==> src/hdl/rmip_pkg.sv <==
// ----------------------------------------------------------------------------
// rmip_pkg
// shared widths, item codes and result codes of the matching index picker
// ----------------------------------------------------------------------------
package rmip_pkg;

  localparam int KIND_W      = 2;
  localparam int VALUE_W     = 32;
  localparam int RND_W       = 31;
  localparam int STATUS_W    = 3;
  localparam int INDEX_W     = 6;
  localparam int IN_TDATA_W  = 64;
  localparam int OUT_TDATA_W = 8;

  localparam int DEF_TABLE_DEPTH = 64;

  typedef logic [KIND_W-1:0]   kind_t;
  typedef logic [STATUS_W-1:0] status_t;

  // input item kinds
  localparam kind_t KIND_LOAD  = 2'd0;
  localparam kind_t KIND_PICK  = 2'd1;
  localparam kind_t KIND_CLEAR = 2'd2;

  // result status codes
  localparam status_t ST_LOADED  = 3'd0;
  localparam status_t ST_FULL    = 3'd1;
  localparam status_t ST_PICKED  = 3'd2;
  localparam status_t ST_ABSENT  = 3'd3;
  localparam status_t ST_CLEARED = 3'd4;

endpackage

==> src/hdl/random_matching_index_pick.sv <==
// ----------------------------------------------------------------------------
// random_matching_index_pick
// value table with random choice among the entries that match a target
// ----------------------------------------------------------------------------
// One input word on the s_axis channel gives one result word on m_axis.
// A load word appends its value to the table (status full once the table
// holds TABLE_DEPTH entries), a clear word empties it, a pick word names a
// target and a random number. For a pick the table is swept once through its
// read port to count matches, the random number is reduced modulo that count
// in a bit-serial remainder unit, and the table is swept again to find the
// chosen match. The two sweeps through the single read port and the remainder
// unit set how long a pick takes; a pick with no match skips the remainder
// unit and the second sweep. s_axis_tready is high only while the block is
// idle, one word at a time. A finished result sits in the output register;
// while the receiver stalls the register holds its result, and the block can
// take a new word but holds its next result until the register is free.
// Reset empties the table and drops any pending result; table contents are
// left as they are, only the count is cleared.
// ----------------------------------------------------------------------------
module random_matching_index_pick #(
  parameter int TABLE_DEPTH = rmip_pkg::DEF_TABLE_DEPTH
) (
  input  logic                            clk,
  input  logic                            rst,
  input  logic                            s_axis_tvalid,
  output logic                            s_axis_tready,
  // value [31:0], random_value [62:32], zero pad [63]
  input  logic [rmip_pkg::IN_TDATA_W-1:0] s_axis_tdata,
  // kind [1:0]
  input  logic [rmip_pkg::KIND_W-1:0]     s_axis_tuser,
  output logic                            m_axis_tvalid,
  input  logic                            m_axis_tready,
  // index [5:0], zero pad [7:6]
  output logic [rmip_pkg::OUT_TDATA_W-1:0] m_axis_tdata,
  // status [2:0]
  output logic [rmip_pkg::STATUS_W-1:0]   m_axis_tuser
);

  localparam int AW = $clog2(TABLE_DEPTH);
  localparam int CW = $clog2(TABLE_DEPTH + 1);

  localparam logic [2:0] S_IDLE  = 3'd0;
  localparam logic [2:0] S_SCAN1 = 3'd1;
  localparam logic [2:0] S_MOD   = 3'd2;
  localparam logic [2:0] S_SCAN2 = 3'd3;
  localparam logic [2:0] S_RESP  = 3'd4;

  logic [2:0]                      state;
  logic [CW-1:0]                   entry_count;
  logic [rmip_pkg::VALUE_W-1:0]    target;
  logic [rmip_pkg::RND_W-1:0]      rnd;
  logic [CW-1:0]                   scan_ptr;
  logic                            cmp_valid;
  logic [CW-1:0]                   cmp_pos;
  logic [CW-1:0]                   match_count;
  logic [CW-1:0]                   seen;
  logic [CW-1:0]                   pick_r;
  logic                            mod_start;
  logic                            mod_done;
  logic [CW-1:0]                   mod_rem;
  rmip_pkg::status_t               res_status;
  logic [rmip_pkg::INDEX_W-1:0]    res_index;

  logic                            accept;
  logic                            table_full;
  logic                            issue;
  logic                            scan_done;
  logic                            out_load;
  logic                            match;
  logic                            ram_we;
  logic [AW-1:0]                   ram_raddr;
  logic [rmip_pkg::VALUE_W-1:0]    ram_rdata;
  rmip_pkg::kind_t                 in_kind;
  logic [rmip_pkg::VALUE_W-1:0]    in_value;

  // input handshake and table access
  always_comb begin
    s_axis_tready = (state == S_IDLE);
    accept        = s_axis_tvalid && s_axis_tready;
    in_kind       = s_axis_tuser;
    in_value      = s_axis_tdata[rmip_pkg::VALUE_W-1:0];
    table_full    = (entry_count == CW'(TABLE_DEPTH));
    ram_we        = accept && (in_kind == rmip_pkg::KIND_LOAD) && !table_full;
    issue         = ((state == S_SCAN1) || (state == S_SCAN2)) && (scan_ptr < entry_count);
    scan_done     = !issue && !cmp_valid;
    out_load      = (state == S_RESP) && (!m_axis_tvalid || m_axis_tready);
    ram_raddr     = scan_ptr[AW-1:0];
    match         = cmp_valid && (ram_rdata == target);
  end

  rmip_ram #(
    .WIDTH(rmip_pkg::VALUE_W),
    .DEPTH(TABLE_DEPTH)
  ) u_ram (
    .clk  (clk),
    .we   (ram_we),
    .waddr(entry_count[AW-1:0]),
    .wdata(in_value),
    .raddr(ram_raddr),
    .rdata(ram_rdata)
  );

  rmip_mod #(
    .CW(CW)
  ) u_mod (
    .clk     (clk),
    .rst     (rst),
    .start   (mod_start),
    .dividend(rnd),
    .divisor (match_count),
    .done    (mod_done),
    .rem     (mod_rem)
  );

  // sequencer
  always_ff @(posedge clk) begin
    if (rst) begin
      state         <= S_IDLE;
      entry_count   <= '0;
      cmp_valid     <= 1'b0;
      mod_start     <= 1'b0;
      m_axis_tvalid <= 1'b0;
    end else begin
      // remainder unit starts once the first sweep has found matches
      mod_start <= (state == S_SCAN1) && scan_done && (match_count != '0);
      // output register valid
      if (out_load) begin
        m_axis_tvalid <= 1'b1;
      end else if (m_axis_tready) begin
        m_axis_tvalid <= 1'b0;
      end
      case (state)
        S_IDLE: begin
          cmp_valid <= 1'b0;
          if (accept) begin
            target      <= in_value;
            rnd         <= s_axis_tdata[rmip_pkg::VALUE_W +: rmip_pkg::RND_W];
            res_index   <= '0;
            scan_ptr    <= '0;
            match_count <= '0;
            case (in_kind)
              rmip_pkg::KIND_LOAD: begin
                state <= S_RESP;
                if (table_full) begin
                  res_status <= rmip_pkg::ST_FULL;
                end else begin
                  entry_count <= entry_count + CW'(1);
                  res_status  <= rmip_pkg::ST_LOADED;
                end
              end
              rmip_pkg::KIND_PICK: begin
                state <= S_SCAN1;
              end
              rmip_pkg::KIND_CLEAR: begin
                state       <= S_RESP;
                entry_count <= '0;
                res_status  <= rmip_pkg::ST_CLEARED;
              end
              default: begin
                state      <= S_RESP;
                res_status <= rmip_pkg::ST_ABSENT;
              end
            endcase
          end
        end
        // first sweep counts matches
        S_SCAN1: begin
          cmp_valid <= issue;
          cmp_pos   <= scan_ptr;
          if (issue) begin
            scan_ptr <= scan_ptr + CW'(1);
          end
          if (match) begin
            match_count <= match_count + CW'(1);
          end
          if (scan_done) begin
            if (match_count == '0) begin
              res_status <= rmip_pkg::ST_ABSENT;
              state      <= S_RESP;
            end else begin
              state <= S_MOD;
            end
          end
        end
        // wait for remainder of random number by match count
        S_MOD: begin
          cmp_valid <= 1'b0;
          if (mod_done) begin
            pick_r   <= mod_rem;
            scan_ptr <= '0;
            seen     <= '0;
            state    <= S_SCAN2;
          end
        end
        // second sweep finds the chosen match
        S_SCAN2: begin
          cmp_valid <= issue;
          cmp_pos   <= scan_ptr;
          if (issue) begin
            scan_ptr <= scan_ptr + CW'(1);
          end
          if (match) begin
            if (seen == pick_r) begin
              res_status <= rmip_pkg::ST_PICKED;
              res_index  <= rmip_pkg::INDEX_W'(cmp_pos);
              state      <= S_RESP;
            end else begin
              seen <= seen + CW'(1);
            end
          end
        end
        // hand the result to the output register once it is free
        S_RESP: begin
          cmp_valid <= 1'b0;
          if (out_load) begin
            m_axis_tuser <= res_status;
            m_axis_tdata <= rmip_pkg::OUT_TDATA_W'(res_index);
            state        <= S_IDLE;
          end
        end
        default: begin
          state <= S_IDLE;
        end
      endcase
    end
  end

endmodule

==> src/hdl/rmip_ram.sv <==
// ----------------------------------------------------------------------------
// rmip_ram
// generic simple dual-port ram, one write port and one registered read port
// ----------------------------------------------------------------------------
module rmip_ram #(
  parameter int WIDTH = 32,
  parameter int DEPTH = 64
) (
  input  logic                     clk,
  input  logic                     we,
  input  logic [$clog2(DEPTH)-1:0] waddr,
  input  logic [WIDTH-1:0]         wdata,
  input  logic [$clog2(DEPTH)-1:0] raddr,
  output logic [WIDTH-1:0]         rdata
);

  logic [WIDTH-1:0] mem [DEPTH];

  // write port and registered read
  always_ff @(posedge clk) begin
    if (we) begin
      mem[waddr] <= wdata;
    end
    rdata <= mem[raddr];
  end

endmodule

==> src/hdl/rmip_mod.sv <==
// ----------------------------------------------------------------------------
// rmip_mod
// iterative restoring remainder unit, one dividend bit per cycle
// ----------------------------------------------------------------------------
module rmip_mod #(
  parameter int CW = 7
) (
  input  logic                     clk,
  input  logic                     rst,
  input  logic                     start,
  input  logic [rmip_pkg::RND_W-1:0] dividend,
  input  logic [CW-1:0]            divisor,
  output logic                     done,
  output logic [CW-1:0]            rem
);

  localparam int SW = $clog2(rmip_pkg::RND_W);

  logic                       busy;
  logic [SW-1:0]              step;
  logic [rmip_pkg::RND_W-1:0] dvd;
  logic [CW:0]                trial;
  logic                       ge;
  logic [CW-1:0]              rem_next;

  // shift in next dividend bit and subtract where it fits
  always_comb begin
    trial    = {rem, dvd[rmip_pkg::RND_W-1]};
    ge       = (trial >= {1'b0, divisor});
    rem_next = ge ? CW'(trial - {1'b0, divisor}) : CW'(trial);
  end

  // sequencing of the steps
  always_ff @(posedge clk) begin
    if (rst) begin
      busy <= 1'b0;
      done <= 1'b0;
    end else begin
      done <= 1'b0;
      if (start) begin
        busy <= 1'b1;
        step <= '0;
        rem  <= '0;
        dvd  <= dividend;
      end else if (busy) begin
        rem  <= rem_next;
        dvd  <= {dvd[rmip_pkg::RND_W-2:0], 1'b0};
        step <= step + SW'(1);
        if (step == SW'(rmip_pkg::RND_W - 1)) begin
          busy <= 1'b0;
          done <= 1'b1;
        end
      end
    end
  end

endmodule

==> config.mk <==
export PLATFORM = sky130hd
export DESIGN_NAME = random_matching_index_pick
export DESIGN_NICKNAME = d
export VERILOG_FILES = /design/src/hdl/rmip_pkg.sv /design/src/hdl/random_matching_index_pick.sv /design/src/hdl/rmip_ram.sv /design/src/hdl/rmip_mod.sv
export SDC_FILE = /design/constraint.sdc
export NUM_CORES = 2
export LEC_CHECK = 0
export BUFFER_PORTS_ARGS = -buffer_cell sky130_fd_sc_hd__buf_4
export CAP_MARGIN = 20
export CELL_PAD_IN_SITES_DETAIL_PLACEMENT = 1
export CELL_PAD_IN_SITES_GLOBAL_PLACEMENT = 1
export CORE_MARGIN = 2
export CORE_UTILIZATION = 45
export CTS_BUF_LIST = sky130_fd_sc_hd__clkbuf_2
export DETAILED_ROUTE_END_ITERATION = 10
export GPL_TIMING_DRIVEN = 1
export PLACE_DENSITY = 0.78
export SYNTH_ARGS = -nofsm -noshare
export SYNTH_HDL_FRONTEND = slang
export SYNTH_SLANG_ARGS = --single-unit
==> constraint.sdc <==
create_clock -name clk -period 4.8 [get_ports clk]
set_input_delay 0.96 -clock clk [delete_from_list [all_inputs] [get_ports clk]]
set_output_delay 0.96 -clock clk [all_outputs]
set_load 0.02 [all_outputs]
==> run_results.csv <==
group,metric,value,unit
outcome,status,"finished, final reports clean",
finish,syn_to_final_growth,12.36,%
power_and_ir_drop,powerDensity,417.6,nW/µm²
die,dieArea,192800,µm²
synthesis,synth.avg_cell_area,22.54,µm²
clock_network,cts_setup_buffers,0,
sta,timing.setup.tns,0,ns
clock_network,clock_latency,1.83,ns
global_routing,gr-max-usage-layer,"met2",
worst_setup_path,worstSetupPathType,"flip-flop to flip-flop",
sta,hold_violations,0,
synthesis,synth-seq-area-share,0.7888,
power_and_ir_drop,total_leakage_power,30.72,nW
global_routing,antenna_found_initial,7,
synthesis,syn_area,85170,µm²
synthesis,synth_ff_type,"edfxtp_1",
drt,vias_per_cell,5.929,
finish,nets,4535,
sta,fin_crit_sh,0.8282,
global_routing,use_met2,0.3612,
worst_setup_path,arrival,5.42,ns
drt,routedWlPerCell,28.89,µm
die,rows,159,
die,io_pins,83,
clock_network,cts_tree,"done",
place,post-dp-hpwl,116800,µm
drt,detail-route-antenna-nets,0,
worst_setup_path,cp-end-kind,"flip-flop",
drt,drt_iter0_markers,4803,
sta,fmax,251.5,MHz
sta,maxSlewViolCount,0,
drt,drc,0,
finish,fin_area,95700,µm²
sta,fin_skew,0.1937,ns
clock_network,cts_num_sinks,2253,
sta,grt_setup_unrepaired,"false",
clock_network,cts_buffer_depth,4,
sta,slew-limit-headroom,0.1490,
hold_path,hold_class,"input port to flip-flop",
die,core_area,188000,µm²
drt,vias,43307,
clock_network,cts_buffers,555,
global_routing,grt-ovfl-total,0,
sta,setup_viol,0,
finish,drive_gt1_frac,0.3446,
place,dpl_cell_area,89870,µm²
die,dieWidth,439.1,µm
place,post-place-ws,0.7207,ns
sta,worst_pin_slew,1.276,ns
worst_setup_path,path_max_fanout,21,
sta,holdWs,0.2256,ns
clock_network,htreeDepth,6,
finish,layout_commonest_cell,"edfxtp_1",
die,die_h,439.1,µm
global_routing,grt_use_total,0.2196,
sta,finalWorstSetupSlack,0.8246,ns
worst_setup_path,critPathLaunchType,"flip-flop",
synthesis,ys_warn_count,0,
die,initial_utilization,0.4530,
place,gp_congestion,0.7928,
place,port_buffers,79,
synthesis,synthCells,3778,
finish,layout_common_cells,"edfxtp_1 (2206), clkbuf_2 (792), mux4_2 (512)",
drt,drtPass1Iterations,5,
power_and_ir_drop,vdd_drop_max,0.2895,mV
global_routing,grt_max_degree,104,
sta,post-route-min-period,3.975,ns
synthesis,yosys.cell_types.count,55,
global_routing,grt_use_met3,0.05350,
global_routing,grt_use_met1,0.2856,
synthesis,synth-async-reset-ratio,0,
synthesis,synth-seq-cells,2253,
clock_network,cts_root_buf,"clkbuf_2",
global_routing,grt_pass1_wl,310400,µm
worst_setup_path,required,6.24,ns
clock_network,clk_pin_slew,0.10,ns
global_routing,grt_pass1_vias,47099,
run,drv_cap,0,
drt,drt-total-wl,211000,µm
synthesis,synth_edf_count,2206,
==> cell type report <==
cell class                 count  area, µm²
sequential                  2253      67190
fill                       17012      92300
clock buffer                 792       3964
multi-input combinational   1302      17580
timing repair buffer         309       3013
clock inverter               119      728.2
antenna                       12      30.03
tap                         2495       3122
inverter                      22      82.58
==> stage by stage <==
stage	total power, mW	util	instances
global placement	27.65	0.4781	6271
floorplan	25.92	-	3779
finish	39.96	0.5091	7304
CTS	40.24	0.5087	7288
detailed placement	27.88	0.4781	6271
global route	41.56	0.5090	7300
==> cell usage after synthesis (all sizes together), types with 7 or more instances <==
library cell  number  area [µm²]
buf               92       455.4
nand2             89       334.1
mux4             512       11530
a221oi            64       560.5
nor4              11       83.83
edfxtp          2206       66240
and3              11       68.82
ha                21       262.8
a22o              64       560.5
xnor2             32       280.3
mux2              31       349.1
nand3             21       110.1
o221ai            32       280.3
dfxtp             47       940.9
a21oi             12       60.06
nor2             119       449.2
o21ai              9       45.04
nor3              10       55.05
nor2b             10       62.56
and2               7       43.79
xor2              29       254.0
nand4              9       56.30
clkbuf           110       412.9
a22oi            161        1209
inv               22       82.58
==> worst max-delay path, cell delays in order (launching register included) <==
cell and delay, ns:
dfxtp_1 0.52, nor3_2 0.31, and3b_1 0.40, o311a_1 0.28
and2_1 0.24, nand2_1 0.65, nor2_4 0.88, buf_4 0.32
==> state kept, by name, indices dropped and copies added (netlist names), 31 cells and up <==
signal and cells:
target 32, u_ram.mem 2048, u_ram.rdata 32, u_mod.dvd 31, rnd 31
==> per-layer routing <==
layer	vias up	routed length (µm)
met5	-	27
met1	22840	80810
met3	462	18190
met2	2278	105900
met4	4	6119
li1	17723	-
==> report_power, final <==
group | leakage [nW] | switching [mW] | internal [mW] | total (mW)
Sequential | 20.2 | 0.219 | 22.0 | 22.2
Clock | 3.66 | 7.53 | 4.90 | 12.4
Combinational | 6.81 | 3.16 | 2.20 | 5.36
Total | 30.7 | 10.9 | 29.1 | 40.0
==> what timing repair did <==
item / 4_1_cts / 5_1_grt
hold endpoints to repair: 2247 / 0
resized for setup: 0 / 0
hold buffers: 106 / 0
==> final timing paths <==
kind / start / to / slack [ns] / cells past startpoint
min: s_axis_tdata[17] / u_ram.mem[46][17] / 0.23 / 2
min reg2reg: res_index[3] / m_axis_tdata[3] / 0.40 / 0
max: state[1] / u_ram.mem[27][7] / 0.82 / 7
max reg2reg: state[1] / u_ram.mem[27][7] / 0.82 / 7
==> cells by family (layout without fill, tap and decap cells) <==
family / after synthesis / in the layout / synth area share
flops: 2253 / 2253 / 0.7888
mux: 546 / 546 / 0.1398
compound gates: 370 / 370 / 0.03455
simple gates: 301 / 301 / 0.01600
buf+inv: 224 / 1242 / 0.01116
xor+xnor: 61 / 61 / 0.006273
fa+ha+maj: 22 / 22 / 0.003320
other cells: 1 / 14 / 0.00004403
Power figures use the tool's default switching activity.
